[src/rtl/core/mdse_pkg.sv]
`timescale 1ns / 1ps
package mdse_pkg;
   localparam int MaxDimDefault = 16;
   localparam int IdxWidth      = 5;
   localparam int DataWidth     = 32;

   typedef enum logic [2:0] {
      OP_WRITE = 3'd0,
      OP_READ  = 3'd1,
      OP_CPOS  = 3'd2,
      OP_MANTI = 3'd3,
      OP_MUPP  = 3'd4,
      OP_SWAP  = 3'd5,
      OP_SORT  = 3'd6,
      OP_NONE  = 3'd7
   } op_type;

   typedef enum logic [3:0] {
      ST_IDLE, ST_RD_A, ST_WAIT_A, ST_RD_B, ST_WAIT_B, ST_EVAL, ST_WR_A, ST_WR_B, ST_DONE
   } state_type;

   // Compare result handed from the shared compare unit to the sequencer
   typedef struct packed {
      logic less;
      logic pos;
   } cmp_type;
endpackage

[src/rtl/core/mdse_cmp.sv]
`timescale 1ns / 1ps
module mdse_cmp
   import mdse_pkg::*;
(
   input  logic signed [DataWidth-1:0] a,
   input  logic signed [DataWidth-1:0] b,
   output cmp_type                     res
);
   // Signed compare shared by every scan and sort step
   assign res.less = (a < b);
   assign res.pos  = (a > 0);
endmodule
[config.mk]
export PLATFORM = sky130hd
export DESIGN_NAME = mdse_cmp
export DESIGN_NICKNAME = d
export VERILOG_FILES = /design/src/rtl/core/mdse_pkg.sv /design/src/rtl/core/mdse_cmp.sv
export SDC_FILE = /design/constraint.sdc
export NUM_CORES = 1
export LEC_CHECK = 0
export BUFFER_PORTS_ARGS = -buffer_cell sky130_fd_sc_hd__buf_2
export CAP_MARGIN = 20
export CORE_MARGIN = 2
export CORE_UTILIZATION = 45
export DETAILED_ROUTE_END_ITERATION = 10
export PLACE_DENSITY = 0.95
export REMOVE_ABC_BUFFERS = 1
export SLEW_MARGIN = 0
export SYNTH_ARGS = -nofsm -noshare
export SYNTH_HDL_FRONTEND = slang
export SYNTH_SLANG_ARGS = --single-unit
[constraint.sdc]
create_clock -name vclk -period 4.8
set_clock_uncertainty 0.05 [all_clocks]
set_input_delay 0.96 -clock vclk [all_inputs]
set_output_delay 0.96 -clock vclk [all_outputs]
set_load 0.005 [all_outputs]
==> results.sh, run 1 <==
export IMPL_status="finished clean"
export IMPL_ctsHoldBuffers=0
export IMPL_power_switching_mw=0.04334
export IMPL_routedWlPerCell_um=11.10
export IMPL_cp_common_cell="buf_2"
export IMPL_dieArea_mm2=0.002273
export IMPL_seqCellArea_um2=0
export IMPL_area_delta_synth_final_pct=42.13
export IMPL_crit_end="res[1]"
export IMPL_wl_mm=2.342
export IMPL_worstSetupStartpointType="input pin"
export IMPL_clkPwrFrac=0
export IMPL_post_route_period_util=0.7647
export IMPL_totalPowerFinal_mw=0.09165
export IMPL_whs_ns=2.130
export IMPL_slew_viol_final=0
export IMPL_grt_overflow_total=0
export IMPL_postCtsSetupBuffers=0
export IMPL_cp_top_family="simple AND/OR/NAND/NOR gates"
export IMPL_core_area_mm2=0.001764
export IMPL_synth_cell_types=24
export IMPL_min_period_ns=3.670
export IMPL_fin_util=0.6915
export IMPL_cts_resized_gates=0
export IMPL_timing_slew_headroom=0.7515
export IMPL_fin_setup_tns_ns=0
export IMPL_seq_cells=0
export IMPL_p_sw_frac=0.4729
export IMPL_cap_violations=0
export IMPL_numPortBuffers=66
export IMPL_grt_pass1_wl_mm=3.643
export IMPL_crit_required_ns=3.79
export IMPL_end_kind="output pin"
export IMPL_synthCells=120
export IMPL_avgSynthCellArea_um2=7.153
export IMPL_pwr_share_seq=0
export IMPL_initial_core_util=0.4865
export IMPL_critPathBufInv=2
export IMPL_cpMaxStageDelayCell="or4b_1"
export IMPL_grt_util_all_layers=0.2122
export IMPL_drive_gt1_frac=0.3710
export IMPL_leakagePower_nw=0.7761
export IMPL_critical_path_class="in -> out"
export IMPL_path_depth=9
export IMPL_chipHeight_um=47.68
export IMPL_gp_congestion=0.8087
export IMPL_hold_viol=0
export IMPL_hold_class="in -> out"
export IMPL_die_w_um=47.68
export IMPL_cp_max_fo=3
export IMPL_initialDrtViolationCount=11
export IMPL_diodes=0
export IMPL_firstDrtPassIters=4
export IMPL_grt_max_degree=5
export IMPL_final_clkbuf_count=0
export IMPL_intPower_mw=0.04831
export IMPL_fp_row_count=15
export IMPL_antenna_found_initial=0
export IMPL_num_nets_final=283
export IMPL_ant_nets=0
export IMPL_ir_drop_mv=0.03981
export IMPL_finalSetupViolCount=0
export IMPL_ys_warn_count=0
export IMPL_powerDensity_mw_per_mm2=75.13
export IMPL_route_detailed_drc=0
export IMPL_cp_arrival_ns=2.66
export IMPL_grt_pass1_vias=1023
export IMPL_critPathLaunch="a[22]"
export IMPL_vias=1105
export IMPL_rsz0062_at_grt="false"
export IMPL_comb_power_share=1.000
export IMPL_netlist_area_um2=858.3
export IMPL_tightest_slew_ns=0.3693
export IMPL_viasPerCell=5.237
export IMPL_path_cells="buf_2 > ha_1 > a21oi_1 > a21boi_1 > o21bai_1 > a31oi_1 > or4b_1 > mux2i_1 > buf_2"
export IMPL_post_dp_hpwl_mm=2.255
export IMPL_fmax_mhz=272.4
export IMPL_max_stage_delay_ns=0.49
export IMPL_ys_seq_area_frac=0
export IMPL_io_pins=66
-- worst min-delay path by stage --
stage	slack, ns	to	cells after the start	start
after floorplan	1.90	res[0]	1	a[31]
after global placement	2.13	res[0]	3	a[31]
after detailed placement	2.13	res[0]	3	a[31]
after CTS	2.13	res[0]	3	a[31]
after global routing	2.14	res[0]	3	a[31]
final	2.13	res[0]	3	a[31]
-- synth_stat cells --
cell / instances / area (um^2)
ha_1: 31 / 387.9
inv_1: 31 / 116.4
a21oi_1: 8 / 40.04
nand4_1: 7 / 43.79
nor4_1: 7 / 43.79
nand3_1: 6 / 30.03
nor2_1: 4 / 15.01
a21o_1: 3 / 22.52
nand2_1: 3 / 11.26
o21ai_0: 3 / 15.01
a31oi_1: 2 / 12.51
and3_1: 2 / 12.51
nor3_1: 2 / 10.01
a211o_1: 1 / 8.760
a211oi_2: 1 / 12.51
a21boi_1: 1 / 7.510
a22o_1: 1 / 8.760
a311oi_2: 1 / 15.01
mux2i_1: 1 / 10.01
nand2b_1: 1 / 6.260
nor2_2: 1 / 6.260
o21ai_1: 1 / 5.000
o21bai_1: 1 / 7.510
or4b_1: 1 / 10.01
-- power by group through the flow --
stage / logic [mW] / clock network (mW) / registers, mW
after global routing: 0.105 / 0 / 0
final: 0.0917 / 0 / 0
after floorplan: 0.0484 / 0 / 0
after detailed placement: 0.0916 / 0 / 0
after CTS: 0.0922 / 0 / 0
after global placement: 0.0857 / 0 / 0
-- layer usage --
| layer | wire length (um) | global-route usage | share of wire |
|---|---|---|---|
| met5 | 0 | 0 | 0 |
| met4 | 0 | 0 | 0 |
| met2 | 1255 | 0.4703 | 0.54 |
| met1 | 922 | 0.2267 | 0.39 |
| met3 | 164 | 0.007547 | 0.070 |
-- cell families (layout without fill, tap and decap cells) --
family          count (synthesis)  count (layout)  share of synthesized area
compound gates                 23              23                     0.1807
fa+ha+maj                      31              31                     0.4519
buf+inv                        31              97                     0.1356
mux                             1               1                    0.01166
simple gates                   34              34                     0.2201
-- cell usage in the layout, fill, tap and decap left out --
cell,n
a21oi_1,8
o21ai_0,3
nand3_1,6
and3_1,2
a21o_1,3
nor2_2,1
a211o_1,1
buf_2,66
nor2_1,4
o21ai_1,1
a31oi_1,2
a22o_1,1
nor4_1,7
mux2i_1,1
nand4_1,7
nand2_1,3
a21boi_1,1
a211oi_2,1
o21bai_1,1
a311oi_2,1
inv_1,31
or4b_1,1
nand2b_1,1
ha_1,31
nor3_1,2
-- final cells by class --
type                       instances  area (um^2)
fill                             161        544.3
tap                               25        31.28
multi-input combinational         89        742.0
timing repair buffer              66        330.3
inverter                          31        116.4
-- worst min-delay path: stages --
cell and delay (ns):
buf_2 0.10, nor2_1 0.05, buf_2 0.12
-- stage by stage --
stage / worst slack [ns] / cells / area, um^2
finish: 1.130 / 211 / 1220
global route: 1.019 / 211 / 1220
CTS: 1.144 / 211 / 1220
detailed placement: 1.152 / 211 / 1220
global placement: 1.209 / 211 / 1220
floorplan: 1.481 / 120 / 858.3
No activity file was read; power rests on OpenSTA's default activity.
==> run 2, diff against run 1 <==
--- a/config.mk
+++ b/config.mk
@@ -8,9 +8,9 @@
 export BUFFER_PORTS_ARGS = -buffer_cell sky130_fd_sc_hd__buf_2
 export CAP_MARGIN = 20
 export CORE_MARGIN = 2
-export CORE_UTILIZATION = 45
+export CORE_UTILIZATION = 43
 export DETAILED_ROUTE_END_ITERATION = 10
-export PLACE_DENSITY = 0.95
+export PLACE_DENSITY = 0.94
 export REMOVE_ABC_BUFFERS = 1
 export SLEW_MARGIN = 0
 export SYNTH_ARGS = -nofsm -noshare
==> constraint.sdc (replaced) <==
create_clock -name vclk -period 3.7
set_clock_uncertainty 0.05 [all_clocks]
set_input_delay 0.74 -clock vclk [all_inputs]
set_output_delay 0.74 -clock vclk [all_outputs]
set_load 0.005 [all_outputs]
==> results.sh, run 2 (synthesis results as in run 1) <==
export IMPL_grt_pass1_vias=1005
export IMPL_cp_top_family="simple AND/OR/NAND/NOR gates"
export IMPL_powerDensity_mw_per_mm2=95.53
export IMPL_io_pins=66
export IMPL_final_clkbuf_count=0
export IMPL_wl_mm=2.196
export IMPL_dieArea_mm2=0.002369
export IMPL_ant_nets=0
export IMPL_drive_gt1_frac=0.3710
export IMPL_status="finished clean"
export IMPL_antenna_found_initial=0
export IMPL_fp_row_count=16
export IMPL_crit_required_ns=2.91
export IMPL_worstSetupStartpointType="input pin"
export IMPL_finalSetupViolCount=0
export IMPL_routedWlPerCell_um=10.31
export IMPL_vias=1062
export IMPL_rsz0062_at_grt="false"
export IMPL_end_kind="output pin"
export IMPL_core_area_mm2=0.001922
export IMPL_path_cells="buf_2 > ha_1 > a21oi_1 > a21boi_1 > o21bai_1 > a31oi_1 > or4b_1 > mux2i_1 > buf_2"
export IMPL_diodes=0
export IMPL_route_detailed_drc=0
export IMPL_hold_viol=0
export IMPL_numPortBuffers=66
export IMPL_final_common_cell="buf_2"
export IMPL_cap_violations=0
export IMPL_final_cell_mix="buf_2 (66), inv_1 (31), ha_1 (31)"
export IMPL_grt_overflow_total=0
export IMPL_fmax_mhz=317.7
export IMPL_initial_core_util=0.4466
export IMPL_whs_ns=1.672
export IMPL_dpl_cell_count=213
export IMPL_critical_path_class="in -> out"
export IMPL_area_delta_synth_final_pct=42.42
export IMPL_ctsHoldBuffers=0
export IMPL_viasPerCell=4.986
export IMPL_min_period_ns=3.148
export IMPL_chipHeight_um=48.68
export IMPL_fill_cells=200
export IMPL_cp_max_fo=3
export IMPL_cp_arrival_ns=2.36
export IMPL_num_nets_final=283
export IMPL_die_w_um=48.68
export IMPL_firstDrtPassIters=4
export IMPL_grt_util_all_layers=0.1867
export IMPL_tightest_slew_ns=0.3301
export IMPL_max_stage_delay_ns=0.49
export IMPL_cp_common_cell="buf_2"
export IMPL_gp_congestion=0.8262
export IMPL_cts_resized_gates=0
export IMPL_seq_cells=0
export IMPL_seqCellArea_um2=0
export IMPL_grt_max_degree=5
export IMPL_postCtsSetupBuffers=0
export IMPL_timing_slew_headroom=0.7779
export IMPL_critPathBufInv=2
export IMPL_post_dp_hpwl_mm=2.117
export IMPL_grt_pass1_wl_mm=3.739
export IMPL_initialDrtViolationCount=1
export IMPL_hold_class="in -> out"
export IMPL_post_route_period_util=0.8508
export IMPL_ir_drop_mv=0.04874
export IMPL_fin_setup_tns_ns=0
export IMPL_slew_viol_final=0
export IMPL_cpMaxStageDelayCell="or4b_1"
export IMPL_leakagePower_nw=0.7761
export IMPL_final_cells=213
export IMPL_totalPowerFinal_mw=0.1168
==> run 2: metal layers <==
metal / up-vias / part of all wire / GRT usage
li1: 570 / - / -
met1: 455 / 0.40 / 0.2097
met2: 37 / 0.53 / 0.3790
met3: 0 / 0.072 / 0.02778
met4: 0 / 0 / 0.009524
met5: - / 0 / 0
==> run 2: path summary, 6_finish.rpt <==
kind,from,to,depth (start not counted)
max,a[22],res[1],9
min,a[31],res[0],3
==> run 2: layout make-up <==
| class | instances | area [um^2] | area share |
|---|---|---|---|
| inverters | 31 | 116.4 | 0.09519 |
| multi-input cells | 89 | 742.0 | 0.6070 |
| well taps | 27 | 33.78 | 0.02764 |
| repair buffers | 66 | 330.3 | 0.2702 |
==> run 2: worst min-delay path, delay by kind of cell <==
| kind | cells | cell delay (ns) |
|---|---|---|
| buf+inv | 2 | 0.20 |
| simple gates | 1 | 0.04 |
==> run 2: per-stage QoR <==
stage / area (um^2) / util / setup slack (ns)
2_1_floorplan: 858.3 / - / 0.8206
3_3_place_gp: 1222 / 0.6361 / 0.5836
3_5_place_dp: 1222 / 0.6361 / 0.5745
4_1_cts: 1222 / 0.6361 / 0.5657
5_1_grt: 1222 / 0.6361 / 0.4363
6_report: 1222 / 0.6361 / 0.5522
==> run 2: report_power, final <==
| part | switching (mW) | internal [mW] |
|---|---|---|
| Clock | 0 | 0 |
| Combinational | 0.0547 | 0.0621 |
| Sequential | 0 | 0 |
| Total | 0.0547 | 0.0621 |
==> run 3, diff against run 2 <==
--- a/config.mk
+++ b/config.mk
@@ -10,7 +10,8 @@
 export CORE_MARGIN = 2
 export CORE_UTILIZATION = 43
 export DETAILED_ROUTE_END_ITERATION = 10
-export PLACE_DENSITY = 0.94
+export PLACE_DENSITY = 0.91
+export RECOVER_POWER = 25
 export REMOVE_ABC_BUFFERS = 1
 export SLEW_MARGIN = 0
 export SYNTH_ARGS = -nofsm -noshare
==> results.sh, run 3 (synthesis results as in run 1) <==
export IMPL_worstSetupStartpointType="input pin"
export IMPL_dieArea_mm2=0.002369
export IMPL_seq_cells=0
export IMPL_end_kind="output pin"
export IMPL_io_pins=66
export IMPL_totalPowerFinal_mw=0.1170
export IMPL_leakagePower_nw=0.7733
export IMPL_finalSetupViolCount=0
export IMPL_gp_congestion=0.8441
export IMPL_fill_cells=186
export IMPL_post_dp_hpwl_mm=2.089
export IMPL_min_period_ns=3.238
export IMPL_vias=1068
export IMPL_diodes=0
export IMPL_wl_mm=2.162
export IMPL_cp_max_fo=3
export IMPL_hold_viol=0
export IMPL_rsz0062_at_grt="false"
export IMPL_post_route_period_util=0.8752
export IMPL_route_detailed_drc=0
export IMPL_cp_arrival_ns=2.45
export IMPL_dpl_cell_count=213
export IMPL_fin_setup_tns_ns=0
export IMPL_crit_required_ns=2.91
export IMPL_grt_util_all_layers=0.1893
export IMPL_status="finished clean"
export IMPL_cap_violations=0
export IMPL_die_w_um=48.68
export IMPL_numPortBuffers=66
export IMPL_final_cell_mix="buf_2 (65), inv_1 (31), ha_1 (31)"
export IMPL_postCtsSetupBuffers=0
export IMPL_crit_end="res[1]"
export IMPL_viasPerCell=5.014
export IMPL_ir_drop_mv=0.05089
export IMPL_fp_row_count=16
export IMPL_hold_class="in -> out"
export IMPL_firstDrtPassIters=4
export IMPL_multi_input_area_um2=742.0
export IMPL_area_delta_synth_final_pct=42.27
export IMPL_cts_resized_gates=0
export IMPL_critPathLaunch="a[22]"
export IMPL_grt_pass1_wl_mm=3.815
export IMPL_routedWlPerCell_um=10.15
export IMPL_drive_gt1_frac=0.3656
export IMPL_grt_pass1_vias=985
export IMPL_fin_util=0.6354
export IMPL_critical_path_class="in -> out"
export IMPL_timing_slew_headroom=0.7699
export IMPL_core_area_mm2=0.001922
export IMPL_antenna_found_initial=0
export IMPL_final_common_cell="buf_2"
export IMPL_ant_nets=0
export IMPL_initialDrtViolationCount=11
export IMPL_initial_core_util=0.4466
export IMPL_final_clkbuf_count=0
export IMPL_grt_overflow_total=0
export IMPL_ctsHoldBuffers=0
export IMPL_tightest_slew_ns=0.3420
export IMPL_slew_viol_final=0
export IMPL_seqCellArea_um2=0
export IMPL_fmax_mhz=308.8
export IMPL_final_cells=213
export IMPL_chipHeight_um=48.68
export IMPL_grt_max_degree=5
export IMPL_num_nets_final=283
export IMPL_powerDensity_mw_per_mm2=95.83
-- run 3: cell type report --
type	instances	share of cell area
multi-input cells	89	0.6076
repair buffers	66	0.2695
well taps	27	0.02766
inverters	31	0.09529
-- run 3: worst min-delay path by stage --
stage,start,endpoint,slack [ns],cells after the start
detailed placement,a[31],res[0],1.68,3
finish,a[31],res[0],1.66,3
global placement,a[31],res[0],1.68,3
global route,a[31],res[0],1.67,3
floorplan,a[31],res[0],1.46,1
CTS,a[31],res[0],1.68,3
-- run 3: metal layers --
layer / up-vias / part of all wire / track usage
met3: 0 / 0.071 / 0.01543
met5: - / 0 / 0
met2: 41 / 0.51 / 0.3721
met1: 462 / 0.42 / 0.2341
li1: 565 / - / -
met4: 0 / 0 / 0
-- run 3: power breakdown --
part / switching, mW / internal [mW]
logic: 0.0552 / 0.0618
registers: 0 / 0
clock network: 0 / 0
-- run 3: per-stage QoR --
step	instance area (um^2)	hold WS, ns	worst slack (ns)
after floorplan	858.3	1.461	0.8206
after global placement	1222	1.677	0.5517
after detailed placement	1222	1.677	0.4692
after CTS	1222	1.678	0.4581
after global routing	1221	1.674	0.3103
final	1221	1.656	0.4618
-- run 3: worst max-delay path: stages --
cell	delay, ns
buf_2	0.11
ha_1	0.32
a21oi_1	0.16
a21boi_1	0.08
o21bai_1	0.13
a31oi_1	0.09
or4b_1	0.52
mux2i_1	0.16
buf_2	0.14
